$ cat src/design/dlms_ram.sv
`timescale 1ns / 1ps

module dlms_ram #(
	parameter int WIDTH = 8,
	parameter int DEPTH = 16,
	localparam int AW = $clog2(DEPTH)
) (
	input  logic             clk,
	input  logic             we,
	input  logic             re,
	input  logic [AW-1:0]    addr,
	input  logic [WIDTH-1:0] wdata,
	output logic [WIDTH-1:0] rdata
);

	logic [WIDTH-1:0] mem [DEPTH];

	always_ff @(posedge clk) begin
		if (we) begin
			mem[addr] <= wdata;
		end
		if (re) begin
			rdata <= mem[addr];
		end
	end

endmodule

$ cat config.mk
export PLATFORM = sky130hd
export DESIGN_NAME = dlms_ram
export DESIGN_NICKNAME = d
export VERILOG_FILES = /design/src/design/dlms_ram.sv
export SDC_FILE = /design/constraint.sdc
export NUM_CORES = 1
export LEC_CHECK = 0
export CELL_PAD_IN_SITES_DETAIL_PLACEMENT = 1
export CELL_PAD_IN_SITES_GLOBAL_PLACEMENT = 1
export CORE_MARGIN = 2
export CORE_UTILIZATION = 45
export CTS_BUF_LIST = sky130_fd_sc_hd__clkbuf_8
export DETAILED_ROUTE_END_ITERATION = 7
export DONT_BUFFER_PORTS = 1
export HOLD_SLACK_MARGIN = 0.08
export MAX_ROUTING_LAYER = met4
export PLACE_DENSITY_LB_ADDON = 0.1
export SLEW_MARGIN = 20
export SYNTH_ARGS = -nofsm -noshare
export SYNTH_HDL_FRONTEND = slang
export SYNTH_SLANG_ARGS = --single-unit
$ cat constraint.sdc
create_clock -name clk -period 1.59 [get_ports clk]
set_clock_uncertainty 0.1 [all_clocks]
set_input_delay 0.0795 -clock clk [delete_from_list [all_inputs] [get_ports clk]]
set_output_delay 0.0795 -clock clk [all_outputs]
set_load 0.02 [all_outputs]
==> run summary <==
===========================================================================
Residual DRC count                                                        0
GRT Overall Usage                                                     20.4%
Worst hold margin                                               -0.00101 ns
Final slew viol count                                                     0
Crit end category                                                  register
Synth area leader                                              sky130_fd_sc_hd__edfxtp_1
CTS Buf Count                                                            17
Number of max-cap violations                                              0
Average detailed-routed wire length per instance                    25.8 µm
Maximum number of pins on one net before global-route repair             40
First-pass GRT wire length                                         17300 µm
Horizontal die dimension                                             111 µm
Post-Syn Nets                                                           245
Unrepaired setup endpoints after global routing                       false
CTS H-Tree Depth                                                          4
Violated checks                                                negative hold slack
Leading post-synthesis cells by cell area                      sky130_fd_sc_hd__edfxtp_1 79%, sky130_fd_sc_hd__mux4_2 14%, sky130_fd_sc_hd__a22oi_1 2.3%
Minimum clock period                                                1.55 ns
Top-level I/O count                                                      23
IR drop worst, VDD                                                   569 µV
Maximum buffer depth of the clock tree                                    2
Areal power density over the cells                              1200 mW/mm²
Post-detailed-route count of antenna-violating nets                       0
DR pass1 iterations                                                       5
Post-synthesis instance area                                    0.00515 mm²
Final Wtd Congestion                                                  0.757
Antenna violations before repair                                          0
Worst Setup Slack post-DPL                                       -0.0576 ns
Cell with the most instances after synthesis                   sky130_fd_sc_hd__edfxtp_1
Cell Int Power                                                      5.87 mW
Fraction of final layout cells sized beyond drive strength 1          29.4%
Slowest stage cell, crit path                                  sky130_fd_sc_hd__mux4_2
Synthesized instance count                                              230
Ys flop type                                                   sky130_fd_sc_hd__edfxtp_1
List of cells traversed by the critical path                   mux4_2 > a22oi_2 > nand2_1
Proportion of power drawn by flip-flops and latches                   55.7%
FP Rows                                                                  39
Average cell area after synthesis                                  22.4 µm²
Clock power frac                                                      39.3%
Sum of negative setup slack                                            0 ns
Antenna Diode Count                                                       0
Layout net count                                                        297
Endpoint arrival time on the critical path                          1.62 ns
TritonCTS clock tree                                                    yes
Type of element launching the critical path                        register
Comb pwr share                                                         5.0%
Layout-stage area growth over the synthesis result                    18.6%
GR Overflow Total                                                         0
Async set-or-reset flop fraction in the synthesized netlist              0%
Area of the die                                                  0.0123 mm²
Total wirelength of the detailed-routed design                     11300 µm
Hold Crit Class                                                   in -> reg
Detail Placement HPWL                                               6770 µm
Part of the Yosys area used for sequential elements                   79.3%
Hold violation total from the final report                                1
Starting utilization of the core area                                 45.7%
Die Y                                                                111 µm
Core Util, Final                                                      54.1%
Number of DRC violations after detailed-routing iteration 0             158
Num Clock Sinks                                                         136
Category of the most critical setup path                         reg -> reg
Worst-skew pair later-pin latency                                   0.42 ns
Tcrit/Tclk final                                                      97.2%
Post-layout instance area                                       0.00610 mm²
Count of buffers inserted at the top-level ports                          0
Post-synthesis cell type count                                           17
Warning count from the yosys run                                          0
Slowest cell delay on critical path                                 0.49 ns
Smallest setup slack after layout                                 0.0441 ns
Post-synth top cells                                           136 x sky130_fd_sc_hd__edfxtp_1, 32 x sky130_fd_sc_hd__mux4_2, 16 x sky130_fd_sc_hd__a22oi_1
Worst-path maximum fanout                                                 1
Data required time of the critical path                             1.67 ns
Per-cell via count in the routed design                                5.66
Run status                                                     complete, but fails checks
Via total after detailed routing                                       2467
Total core area                                                  0.0113 mm²
Count of final setup violators                                            0
Share of the synthesized area in the top cell type                    79.3%
Via count of the first global-routing pass                             2650
Slew at the pin with the worst max-slew slack                      0.762 ns
Number of synthesized flops with an enable pin                          136
Clock transition at the registers of the reported paths             0.08 ns
Static leakage power                                                1.96 nW
Hold buffers post-CTS                                                    25
Worst relative slew slack                                             49.0%
Flop and latch count out of synthesis                                   136
Dpl cell area                                                   0.00541 mm²
Clk root buf                                                   sky130_fd_sc_hd__clkbuf_8
Highest attainable clock frequency                                0.647 GHz
Reported net switching power                                        1.46 mW
Switching part of the total                                           20.0%
===========================================================================
power by group through the flow:
stage	clock network, mW	registers (mW)	logic (mW)
2_1_floorplan	0	4.15	0.208
3_3_place_gp	0	4.16	0.235
3_5_place_dp	0	4.17	0.236
4_1_cts	2.93	4.09	0.368
5_1_grt	3.08	4.09	0.394
6_report	2.88	4.08	0.368
placed cells by master, fill, tap and decap left out, drive strengths merged, types with 4 or more instances in the layout:
| master | netlist | routed |
|---|---|---|
| a22oi | 16 | 16 |
| buf | 8 | 20 |
| dlygate4sd3 | 0 | 24 |
| nand2 | 9 | 9 |
| clkbuf | 3 | 17 |
| clkinv | 0 | 4 |
| bufinv | 0 | 4 |
| mux4 | 32 | 32 |
| edfxtp | 136 | 136 |
| nor2 | 13 | 13 |
| nor3 | 4 | 4 |
path summary, 6_finish.rpt:
kind	from	endpoint	slack [ns]	cells past startpoint
setup reg to reg	mem[11][1]	rdata[1]	0.04	3
hold / removal	addr[0]	rdata[3]	-0.001	3
setup / recovery	mem[11][1]	rdata[1]	0.04	3
hold reg to reg	mem[14][2]	rdata[2]	0.67	3
area by class of cell:
class	count	area (µm²)
fillers	973	5170
flip-flops and latches	136	4080
multi-input cells	83	1040
repair buffers	44	403
clock buffers	17	234
well taps	143	179
clock inverters	13	165
per-stage QoR:
stage               power (mW)  cells
floorplan                 4.36    230
global placement          4.39    381
detailed placement        4.40    381
CTS                       7.39    436
global route              7.56    436
finish                    7.33    436
logic make-up after synthesis:
group | after synthesis | share of synthesized area, %
AO/OA/AOI/OAI | 16 | 2.33
AND/OR/NAND/NOR | 35 | 3.16
flip-flops | 136 | 79.3
multiplexers | 32 | 14.0
buffers and inverters | 11 | 1.17
registers in the layout, summed over array words and instances (netlist names):
register  flops
mem         128
rdata         8
metal layers:
layer  routed length [µm]  vias to the layer above  global-route usage (%)  part of all wire [%]
li1                     -                     1069                       -                     -
met1                 4850                     1300                    27.5                    43
met2                 5540                       87                    30.9                    49
met3                  740                       11                    5.47                   6.6
met4                  144                        0                    6.50                   1.3
met5                    0                        -                       -                     0
worst max-delay path: cells and delay by family, from the launching register on:
kind	cells	cell delay [ns]
AND/OR/NAND/NOR	1	0.08
multiplexers	1	0.49
flip-flops	1	0.37
AO/OA/AOI/OAI	1	0.26
repair_timing:
item                                    CTS  global route
pin swaps                                 0             1
resized for setup                         4             2
buffers inserted                          0             0
endpoints found under the setup margin    4             3
hold endpoints to repair                242             8
(Power assumes the default switching activity.)
